`src/design/sldf_pkg.sv`:
```
// shared types and constants for the sync/length/checksum deframer
package sldf_pkg;

   // frame parser phases
   typedef enum logic [2:0] {
      PH_HUNT    = 3'd0,
      PH_LEN_HI  = 3'd1,
      PH_LEN_LO  = 3'd2,
      PH_PAYLOAD = 3'd3,
      PH_CHECK   = 3'd4
   } phase_type;

   // result kinds
   typedef enum logic [1:0] {
      KIND_DATA = 2'd0,
      KIND_GOOD = 2'd1,
      KIND_BAD  = 2'd2
   } kind_type;

   // request function codes
   localparam logic FUNC_BYTE  = 1'b0;
   localparam logic FUNC_CLEAR = 1'b1;

   // register indexes
   localparam int unsigned CSR_INDEX_W = 1;
   localparam logic [CSR_INDEX_W-1:0] CSR_SYNC_VALUE  = 1'd0;
   localparam logic [CSR_INDEX_W-1:0] CSR_MAX_PAYLOAD = 1'd1;
   localparam int unsigned CSR_DATA_W = 16;

   // register reset values
   localparam logic [7:0]  SYNC_VALUE_RST  = 8'hA0;
   localparam logic [15:0] MAX_PAYLOAD_RST = 16'd1020;

   // one result from the frame parser
   typedef struct packed {
      logic        valid;
      kind_type    kind;
      logic [7:0]  data;
      logic [15:0] index;
      logic [15:0] frame_length;
   } result_type;

endpackage

```
`src/design/sldf_if.sv`:
```
// request and response channel interfaces of the deframer
interface sldf_req_if;
   logic       valid;
   logic       ready;
   logic       func;
   logic [7:0] rx_byte;

   modport source (output valid, output func, output rx_byte, input ready);
   modport sink (input valid, input func, input rx_byte, output ready);
endinterface

interface sldf_rsp_if;
   logic        valid;
   logic        ready;
   logic [1:0]  out_kind;
   logic [7:0]  out_data;
   logic [15:0] out_index;
   logic [15:0] frame_length;

   modport source (output valid, output out_kind, output out_data, output out_index,
                   output frame_length, input ready);
   modport sink (input valid, input out_kind, input out_data, input out_index,
                 input frame_length, output ready);
endinterface

```
`src/design/sldf_frame_fsm.sv`:
```
// frame parser: phase machine, length, byte count and running sum
module sldf_frame_fsm
   import sldf_pkg::*;
(
   input  logic        clock,
   input  logic        reset,
   input  logic        step,
   input  logic        func,
   input  logic [7:0]  rx_byte,
   input  logic [7:0]  sync_value,
   input  logic [15:0] max_payload,
   output result_type  result
);

   phase_type   phase_ff, phase_in;
   logic [15:0] len_ff, len_in;
   logic [15:0] count_ff, count_in;
   logic [7:0]  sum_ff, sum_in;

   logic [15:0] len_word;
   logic [15:0] count_inc;
   logic [7:0]  sum_add;
   logic        too_long;

   // shared datapath terms
   assign len_word  = {len_ff[15:8], rx_byte};
   assign count_inc = count_ff + 16'd1;
   assign sum_add   = sum_ff + rx_byte;
   assign too_long  = (len_word > max_payload);

   // next phase
   always_comb begin
      phase_in = phase_ff;
      if (step) begin
         if (func == FUNC_CLEAR) begin
            phase_in = PH_HUNT;
         end else begin
            unique case (phase_ff)
               PH_LEN_HI: phase_in = PH_LEN_LO;
               PH_LEN_LO: begin
                  if (too_long)
                     phase_in = PH_HUNT;
                  else if (len_word == 16'd0)
                     phase_in = PH_CHECK;
                  else
                     phase_in = PH_PAYLOAD;
               end
               PH_PAYLOAD: begin
                  if (count_inc >= len_ff)
                     phase_in = PH_CHECK;
               end
               PH_CHECK: phase_in = PH_HUNT;
               default: begin
                  if (rx_byte == sync_value)
                     phase_in = PH_LEN_HI;
                  else
                     phase_in = PH_HUNT;
               end
            endcase
         end
      end
   end

   // length, count and sum updates
   always_comb begin
      len_in   = len_ff;
      count_in = count_ff;
      sum_in   = sum_ff;
      if (step) begin
         if (func == FUNC_CLEAR) begin
            len_in   = '0;
            count_in = '0;
            sum_in   = '0;
         end else begin
            unique case (phase_ff)
               PH_LEN_HI: begin
                  len_in = {rx_byte, 8'h00};
                  sum_in = sum_add;
               end
               PH_LEN_LO: begin
                  count_in = '0;
                  if (too_long) begin
                     len_in = '0;
                     sum_in = '0;
                  end else begin
                     len_in = len_word;
                     sum_in = sum_add;
                  end
               end
               PH_PAYLOAD: begin
                  count_in = count_inc;
                  sum_in   = sum_add;
               end
               PH_CHECK: begin
                  len_in   = '0;
                  count_in = '0;
                  sum_in   = '0;
               end
               default: begin
                  len_in   = '0;
                  count_in = '0;
                  sum_in   = (rx_byte == sync_value) ? rx_byte : 8'h00;
               end
            endcase
         end
      end
   end

   // result for the current byte
   always_comb begin
      result              = '0;
      result.kind         = KIND_DATA;
      if (step && (func == FUNC_BYTE)) begin
         unique case (phase_ff)
            PH_LEN_LO: begin
               if (too_long) begin
                  result.valid        = 1'b1;
                  result.kind         = KIND_BAD;
                  result.frame_length = len_word;
               end
            end
            PH_PAYLOAD: begin
               result.valid        = 1'b1;
               result.kind         = KIND_DATA;
               result.data         = rx_byte;
               result.index        = count_ff;
               result.frame_length = len_ff;
            end
            PH_CHECK: begin
               result.valid        = 1'b1;
               result.kind         = (sum_ff == rx_byte) ? KIND_GOOD : KIND_BAD;
               result.frame_length = len_ff;
            end
            default: begin
               result.valid = 1'b0;
            end
         endcase
      end
   end

   // parser state
   always_ff @(posedge clock) begin
      if (reset) begin
         phase_ff <= PH_HUNT;
         len_ff   <= '0;
         count_ff <= '0;
         sum_ff   <= '0;
      end else begin
         phase_ff <= phase_in;
         len_ff   <= len_in;
         count_ff <= count_in;
         sum_ff   <= sum_in;
      end
   end

   // a data result always lies inside its frame
   a_index_in_frame: assert property (@(posedge clock) disable iff (reset)
      result.valid && (result.kind == KIND_DATA) |-> result.index < result.frame_length)
      else $error("payload index outside frame length");

   // a clear request always returns to hunting with the state zeroed
   a_clear_hunts: assert property (@(posedge clock) disable iff (reset)
      step && (func == FUNC_CLEAR) |=> (phase_ff == PH_HUNT) && (sum_ff == 8'h00)
         && (len_ff == 16'd0))
      else $error("clear did not restart hunting");

   // payload phase never holds a zero length
   a_payload_len: assert property (@(posedge clock) disable iff (reset)
      (phase_ff == PH_PAYLOAD) |-> (len_ff != 16'd0) && (count_ff < len_ff))
      else $error("payload phase with empty or finished frame");

endmodule

```
`src/design/sync_length_checksum_deframer_core.sv`:
```
// Deframer for a received serial byte stream: hunts for the sync byte, decodes a big-endian
// 16-bit length, passes each payload byte out with its index and then reports the frame good
// or bad from an 8-bit additive checksum over sync, length and payload; a length above
// max_payload is reported bad right after the header. One request is taken every clock cycle
// unless the response side stalls; each request goes through an input register, the parser
// logic and a result register, which offers the response. Requests that give no response
// (hunting, header bytes, clear) still pass through the parser. The result register stalls
// only when the response side holds ready low. The user must write the registers through
// the csr port only while the block is idle; the block itself does not enforce this.
module sync_length_checksum_deframer_core
   import sldf_pkg::*;
(
   input  logic                   clock,
   input  logic                   reset,
   sldf_req_if.sink               req_if,
   sldf_rsp_if.source             rsp_if,
   input  logic                   csr_we,
   input  logic [CSR_INDEX_W-1:0] csr_index,
   input  logic [CSR_DATA_W-1:0]  csr_wdata
);

   logic [7:0]  sync_byte_ff;
   logic [15:0] max_payload_ff;

   logic        in_valid_ff;
   logic        in_func_ff;
   logic [7:0]  in_byte_ff;

   logic        out_valid_ff, out_valid_in;
   result_type  out_ff;
   result_type  result;

   logic        advance;
   logic        req_take;

   // parser runs when the result register is free or being drained
   assign advance  = in_valid_ff && (!out_valid_ff || rsp_if.ready);
   assign req_take = req_if.valid && req_if.ready;
   assign req_if.ready = !in_valid_ff || advance;

   // configuration registers
   always_ff @(posedge clock) begin
      if (reset) begin
         sync_byte_ff   <= SYNC_VALUE_RST;
         max_payload_ff <= MAX_PAYLOAD_RST;
      end else if (csr_we) begin
         unique case (csr_index)
            CSR_SYNC_VALUE:  sync_byte_ff   <= csr_wdata[7:0];
            CSR_MAX_PAYLOAD: max_payload_ff <= csr_wdata;
            default: ;
         endcase
      end
   end

   // input register
   always_ff @(posedge clock) begin
      if (reset) begin
         in_valid_ff <= 1'b0;
      end else if (req_if.ready) begin
         in_valid_ff <= req_take;
      end
   end

   always_ff @(posedge clock) begin
      if (req_take) begin
         in_func_ff <= req_if.func;
         in_byte_ff <= req_if.rx_byte;
      end
   end

   // frame parser
   sldf_frame_fsm u_fsm (
      .clock       (clock),
      .reset       (reset),
      .step        (advance),
      .func        (in_func_ff),
      .rx_byte     (in_byte_ff),
      .sync_value  (sync_byte_ff),
      .max_payload (max_payload_ff),
      .result      (result)
   );

   // result register
   always_comb begin
      out_valid_in = out_valid_ff;
      if (advance)
         out_valid_in = result.valid;
      else if (rsp_if.ready)
         out_valid_in = 1'b0;
   end

   always_ff @(posedge clock) begin
      if (reset) begin
         out_valid_ff <= 1'b0;
      end else begin
         out_valid_ff <= out_valid_in;
      end
   end

   always_ff @(posedge clock) begin
      if (advance && result.valid) begin
         out_ff <= result;
      end
   end

   assign rsp_if.valid        = out_valid_ff;
   assign rsp_if.out_kind     = out_ff.kind;
   assign rsp_if.out_data     = out_ff.data;
   assign rsp_if.out_index    = out_ff.index;
   assign rsp_if.frame_length = out_ff.frame_length;

endmodule

```
`src/flat_wrapper.sv`:
```
// flat-port wrapper written by rule: the top's interface ports become plain ports
module sync_length_checksum_deframer_core_flat import sldf_pkg::*;
  (clock, reset, csr_we, csr_index, csr_wdata, req_if_valid, req_if_func, req_if_rx_byte, req_if_ready, rsp_if_valid, rsp_if_out_kind, rsp_if_out_data, rsp_if_out_index, rsp_if_frame_length, rsp_if_ready);
  sldf_req_if req_if_i ();
  sldf_rsp_if rsp_if_i ();
  input  logic clock;
  input  logic reset;
  input  logic csr_we;
  input  logic [CSR_INDEX_W-1:0] csr_index;
  input  logic [CSR_DATA_W-1:0] csr_wdata;
  input wire logic [$bits(req_if_i.valid)-1:0] req_if_valid;
  input wire logic [$bits(req_if_i.func)-1:0] req_if_func;
  input wire logic [$bits(req_if_i.rx_byte)-1:0] req_if_rx_byte;
  output wire logic [$bits(req_if_i.ready)-1:0] req_if_ready;
  output wire logic [$bits(rsp_if_i.valid)-1:0] rsp_if_valid;
  output wire logic [$bits(rsp_if_i.out_kind)-1:0] rsp_if_out_kind;
  output wire logic [$bits(rsp_if_i.out_data)-1:0] rsp_if_out_data;
  output wire logic [$bits(rsp_if_i.out_index)-1:0] rsp_if_out_index;
  output wire logic [$bits(rsp_if_i.frame_length)-1:0] rsp_if_frame_length;
  input wire logic [$bits(rsp_if_i.ready)-1:0] rsp_if_ready;
  assign req_if_i.valid = req_if_valid;
  assign req_if_i.func = req_if_func;
  assign req_if_i.rx_byte = req_if_rx_byte;
  assign req_if_ready = req_if_i.ready;
  assign rsp_if_valid = rsp_if_i.valid;
  assign rsp_if_out_kind = rsp_if_i.out_kind;
  assign rsp_if_out_data = rsp_if_i.out_data;
  assign rsp_if_out_index = rsp_if_i.out_index;
  assign rsp_if_frame_length = rsp_if_i.frame_length;
  assign rsp_if_i.ready = rsp_if_ready;
  sync_length_checksum_deframer_core u_core (.clock(clock), .reset(reset), .req_if(req_if_i), .rsp_if(rsp_if_i), .csr_we(csr_we), .csr_index(csr_index), .csr_wdata(csr_wdata));
endmodule
```
`config.mk`:
```
export PLATFORM = sky130hd
export DESIGN_NAME = sync_length_checksum_deframer_core_flat
export DESIGN_NICKNAME = d
export VERILOG_FILES = /design/src/design/sldf_pkg.sv /design/src/design/sldf_if.sv /design/src/design/sldf_frame_fsm.sv /design/src/design/sync_length_checksum_deframer_core.sv /design/src/flat_wrapper.sv
export SDC_FILE = /design/constraint.sdc
export NUM_CORES = 1
export LEC_CHECK = 0
export ABC_AREA = 1
export CORE_UTILIZATION = 45
export CTS_BUF_LIST = sky130_fd_sc_hd__clkbuf_16
export CTS_CLUSTER_DIAMETER = 200
export DETAILED_ROUTE_END_ITERATION = 12
export DONT_BUFFER_PORTS = 1
export PLACE_DENSITY = 0.72
export SLEW_MARGIN = 0
export SYNTH_ARGS = -nofsm -noshare
export SYNTH_HDL_FRONTEND = slang
export SYNTH_HIERARCHICAL = 1
export SYNTH_SLANG_ARGS = --single-unit
```
`constraint.sdc`:
```
create_clock -name clock -period 5.8 [get_ports clock]
set_input_delay 0.29 -clock clock [delete_from_list [all_inputs] [get_ports clock]]
set_output_delay 0.29 -clock clock [all_outputs]
set_load 0.05 [all_outputs]
```
# After elaboration in Yosys (flattened, before gate mapping)
# Cells that the tools add are included.
totals:
  regBits: 120
  out_inout_bits: 44
  input_bits: 31
classes:
  order_cmp: 2
  reduce_logical: 19
  mux: 25
  addsub: 2
  eq_ne: 10
  bitwise: 2
op_table:
  columns: ["operator", "count"]
  rows:
  - ["$mux W16", 4]
  - ["$pmux W16 S2", 2]
  - ["$pmux W16 S3", 1]
  - ["$mux W43", 1]
  - ["$mux W24", 1]
  - ["$mux W8", 3]
  - ["$pmux W8 S3", 1]
  - ["$add A16 B1 Y16 const B", 1]
  - ["$eq A8 B8 Y1", 2]
  - ["$ge A16 B16 Y1", 1]
  - ["$gt A16 B16 Y1", 1]
  - ["$logic_not A16 Y1", 1]
  - ["$mux W3", 5]
  - ["$pmux W3 S4", 1]
  - ["$reduce_and A2 Y1", 6]
  - ["$add A8 B8 Y8", 1]
  - ["$eq A3 B2 Y1 const B", 2]
  - ["$ne A3 B2 Y1 const B", 2]
  - ["$logic_and A1 B1 Y1", 4]
  - ["$ne A2 B1 Y1 const B", 2]
  - ["$pmux W2 S2", 1]
  - ["$reduce_or A2 Y1", 2]
  - ["$eq A3 B1 Y1 const B", 1]
  - ["$eq A3 B3 Y1 const B", 1]
  - ["8 further kinds", 13]

# Depth between registers and ports, before layout
depth:
  depth_word: 6
  depth_mapped: 20

# By module
# Netlist, hierarchy kept.
by_module_without_submodules:
  columns: ["mod", "area_each_um2", "instances", "seq_area_each_um2", "cells_per_inst"]
  rows:
  - ["sldf_frame_fsm", 3812.4, 1, 860.8, 609]
  - ["sync_length_checksum_deframer_core", 2565.0, 1, 2052.0, 188]

# Least setup slack after synthesis
# Ideal clock, no wire load.
synth_timing:
  path_kind: "register to register"
  start: "register u_core.in_byte_ff[0]"
  end: "register u_core.out_ff, in the netlist u_core/rsp_if.frame_length[0] (enable)"
  synth_period_minus_slack_ns: 5.187
  path_stages_with_launch: 19
  arrival_ns: 4.694
  t_required_ns: 5.307
  setup_time_ns: 0.493
  path_slack_ns: 0.613
  path_cell_list: "edfxtp_1 clkbuf_1 inv_1 ha_1 inv_1 nand2_1 nand2_1 nand2_1 nand2_1 nand2_1 nand2_1 nand2_1 nand2_1 nand3_1 nand2_1 nand2_1 inv_1 inv_1 nor3_1"
synth_lines:
  columns: ["element", "line", "text"]
  rows:
  - ["start, declared", "sync_length_checksum_deframer_core.sv:27", "logic [7:0] in_byte_ff;"]
  - ["start signal, assigned", "sync_length_checksum_deframer_core.sv:67", "in_byte_ff <= req_if.rx_byte;"]
  - ["end signal, assigned", "sync_length_checksum_deframer_core.sv:102", "out_ff <= result;"]
  - ["end, declared", "sync_length_checksum_deframer_core.sv:30", "result_type out_ff;"]

==> flow_summary.json <==
{
  "status": "complete, no violations",
  "ant_nets": 0,
  "syn_nets": 869,
  "cts_tree": "yes",
  "root_buffer": "clkbuf_16",
  "total_power_mw": 2.03,
  "power.density_nw_per_um2": 280,
  "synth_area_leader_cell": "edfxtp_1",
  "grt_first_pass_wirelength_um": 24800,
  "die_w_um": 121,
  "crit_fanout": 21,
  "place.gp.congestion": 0.851,
  "htreeDepth": 4,
  "synthToLayoutAreaGrowth_pct": 13.8,
  "cp.required_ns": 5.89,
  "layout_min_cycle_time_ns": 3.27,
  "cts_buffers": 17,
  "netlist_instances": 797,
  "io-pin-count": 75,
  "timing.final.crit_share_pct": 56.4,
  "critPathLaunchType": "flop",
  "routed_wl_um": 15000,
  "rows": 43,
  "fin_area_um2": 7260,
  "syn_area_per_cell_um2": 8.00,
  "portBuffers": 0,
  "ys_types": 42,
  "yosysWarnings": 6,
  "grt_setup_unrepaired": "false",
  "critPathMaxStageDelay_ns": 0.60,
  "finalMaxSlewViolations": 0,
  "clk_latency_ns": 0.42,
  "synth_seq_cells": 120,
  "fin_skew_ns": 0.00786,
  "worstSetupPathType": "flop to flop",
  "synthTopCellsByArea": "edfxtp_1, dfxtp_1, nand2_1",
  "core_um2": 13800,
  "pre_cts_ws_ns": 2.60,
  "ctsResizeCount": 0,
  "finalSetupViolations": 0,
  "first_iter_violations": 433,
  "finalHoldViolCount": 0,
  "fin_tns_setup_ns": 0,
  "grt_overflow": 0,
  "synthesis.area_um2": 6380,
  "slowest_stage": "edfxtp_1",
  "worstMarginPinSlew_ns": 0.728,
  "setup_slack_ns": 2.53,
  "power.leakage_nw": 3.07,
  "cp_common_cell": "nand2_1",
  "vias": 5238,
  "end_kind": "flop",
  "antenna_found_initial": 0,
  "routedWlPerCell_um": 14.8,
  "yosysTopAreaCellShare_pct": 24.0,
  "dieArea_um2": 14700,
  "maxCapViolCount": 0,
  "die_h_um": 121,
  "placed_area_um2": 6520,
  "path_cells": "ha_1 -> nand2_1 -> nor2_1 -> nand2_1 -> nand2_1 -> nand2_1 -> nand2_1 -> nand3_1 -> nand2_1 -> nand2_1 -> inv_1 -> inv_1 -> nor3_2 -> buf_4",
  "seq_area_frac_synth_pct": 45.7,
  "postCtsSetupBuffers": 0,
  "cts-hold-fix-buffers": 19,
  "hp-class": "input pin to flop",
  "cts.sinks": 120,
  "slew_headroom_pct": 51.4,
  "fmax_ghz": 0.306,
  "ir_drop_uv": 267,
  "path_clk_slew_ns": 0.05,
  "drive_gt1_share_pct": 8.67,
  "grt_use_total_pct": 22.3,
  "viasPerCell": 5.19,
  "finalNetCount": 889,
  "drcViolationCount": 0,
  "layout_common_cells": "nand2_1, inv_1, nor2_1, dfxtp_1, a21oi_1",
  "start_util_pct": 46.1,
  "post-dp-hpwl_um": 10300,
  "first_pass_iters": 5,
  "grt_pass1_vias": 5060,
  "mostFrequentLayoutCell": "nand2_1",
  "clock_path_buffers": 2,
  "grt_max_degree": 42,
  "critPathArrivalTime_ns": 3.36,
  "antenna_cells": 0
}
[cell families after synthesis]
family | Yosys count | share of synthesized area, %
AND/OR/NAND/NOR | 379 | 26.4
buffers and inverters | 138 | 8.77
flip-flops | 120 | 45.7
AO/OA/AOI/OAI | 100 | 8.40
adder cells (fa/ha/maj) | 41 | 8.16
XOR/XNOR | 19 | 2.61
[report_power, final]
part / switching, mW / internal (mW)
Clock: 0.361 / 0.598
Sequential: 0.0274 / 0.897
Combinational: 0.0936 / 0.0544
Total: 0.482 / 1.55
[registers in the layout, indices dropped and copies added, names as in the netlist]
signal                      count
u_core/u_fsm/phase_ff           3
u_core/rsp_if.frame_length     16
u_core/max_payload_ff          16
u_core/in_valid_ff              1
u_core/sync_byte_ff             8
u_core/u_fsm/sum_ff             8
u_core/u_fsm/len_ff            16
u_core/in_byte_ff               8
u_core/rsp_if.out_kind          2
u_core/rsp_if.out_data          8
u_core/rsp_if.valid             1
u_core/rsp_if.out_index        16
u_core/u_fsm/count_ff          16
u_core/in_func_ff               1
[worst max-delay path: cells and delay by family, from the launching register on]
family,cells,cell delay (ns)
fa+ha+maj,1,0.40
buf+inv,3,0.52
flops,1,0.60
simple gates,10,1.44
[synth_stat cells]
master / number
nor3_1: 6
nor4_1: 5
nand2_1: 183
o21bai_1: 1
nand3_1: 65
nor3_2: 5
nor2_2: 7
o21ai_2: 2
nand3_2: 1
o21ai_1: 3
nand2_2: 4
buf_4: 3
buf_2: 5
edfxtp_1: 51
and2_1: 1
ha_1: 40
inv_6: 1
xnor2_1: 1
buf_6: 1
clkbuf_1: 8
a21boi_0: 1
and2_4: 1
inv_2: 12
dfxtp_1: 69
a31oi_1: 1
buf_8: 1
nor3_4: 1
a21o_1: 2
buf_1: 3
nand3b_1: 1
nor2_1: 85
nor2_4: 6
a21oi_1: 67
nand4_1: 7
o21ai_0: 13
o21a_1: 1
o22ai_1: 8
xor2_1: 18
inv_1: 104
a21oi_2: 1
fa_1: 1
nand2_4: 1
[worst paths after layout]
path	slack [ns]	end	from	cells past startpoint
worst min register to register	0.47	u_core/u_fsm/len_ff[4]	u_core/u_fsm/len_ff[4]	2
worst min-delay path	0.01	u_core/max_payload_ff[0]	csr_wdata[0]	2
worst max register to register	2.53	u_core/rsp_if.out_index[0]	u_core/in_byte_ff[5]	14
worst max-delay path	2.53	u_core/rsp_if.out_index[0]	u_core/in_byte_ff[5]	14
[per-layer routing]
| metal | vias up | routed length (um) | track usage [%] |
|---|---|---|---|
| li1 | 2631 | - | - |
| met1 | 2402 | 6520 | 27.8 |
| met2 | 168 | 7260 | 35.8 |
| met3 | 37 | 856 | 6.44 |
| met4 | 0 | 352 | 9.57 |
| met5 | - | 0 | 0 |
[final cells by class]
type | count | area (um2)
Fill cell | 1239 | 6570
Clock inverter | 14 | 91.3
Timing Repair Buffer | 22 | 223
Multi-Input combinational cell | 539 | 2910
Clock buffer | 18 | 450
Inverter | 117 | 444
Tap cell | 180 | 225
Sequential cell | 120 | 2910
[metrics by stage]
stage,hold slack (ns),util (%),instances
final,0.0131,52.5,1010
after global routing,0.0249,52.5,1010
after CTS,0.00520,52.5,1010
after detailed placement,0.365,47.1,959
after global placement,0.363,47.1,959
after floorplan,0.359,-,797
Note: power is estimated with default switching activity, not from simulation.
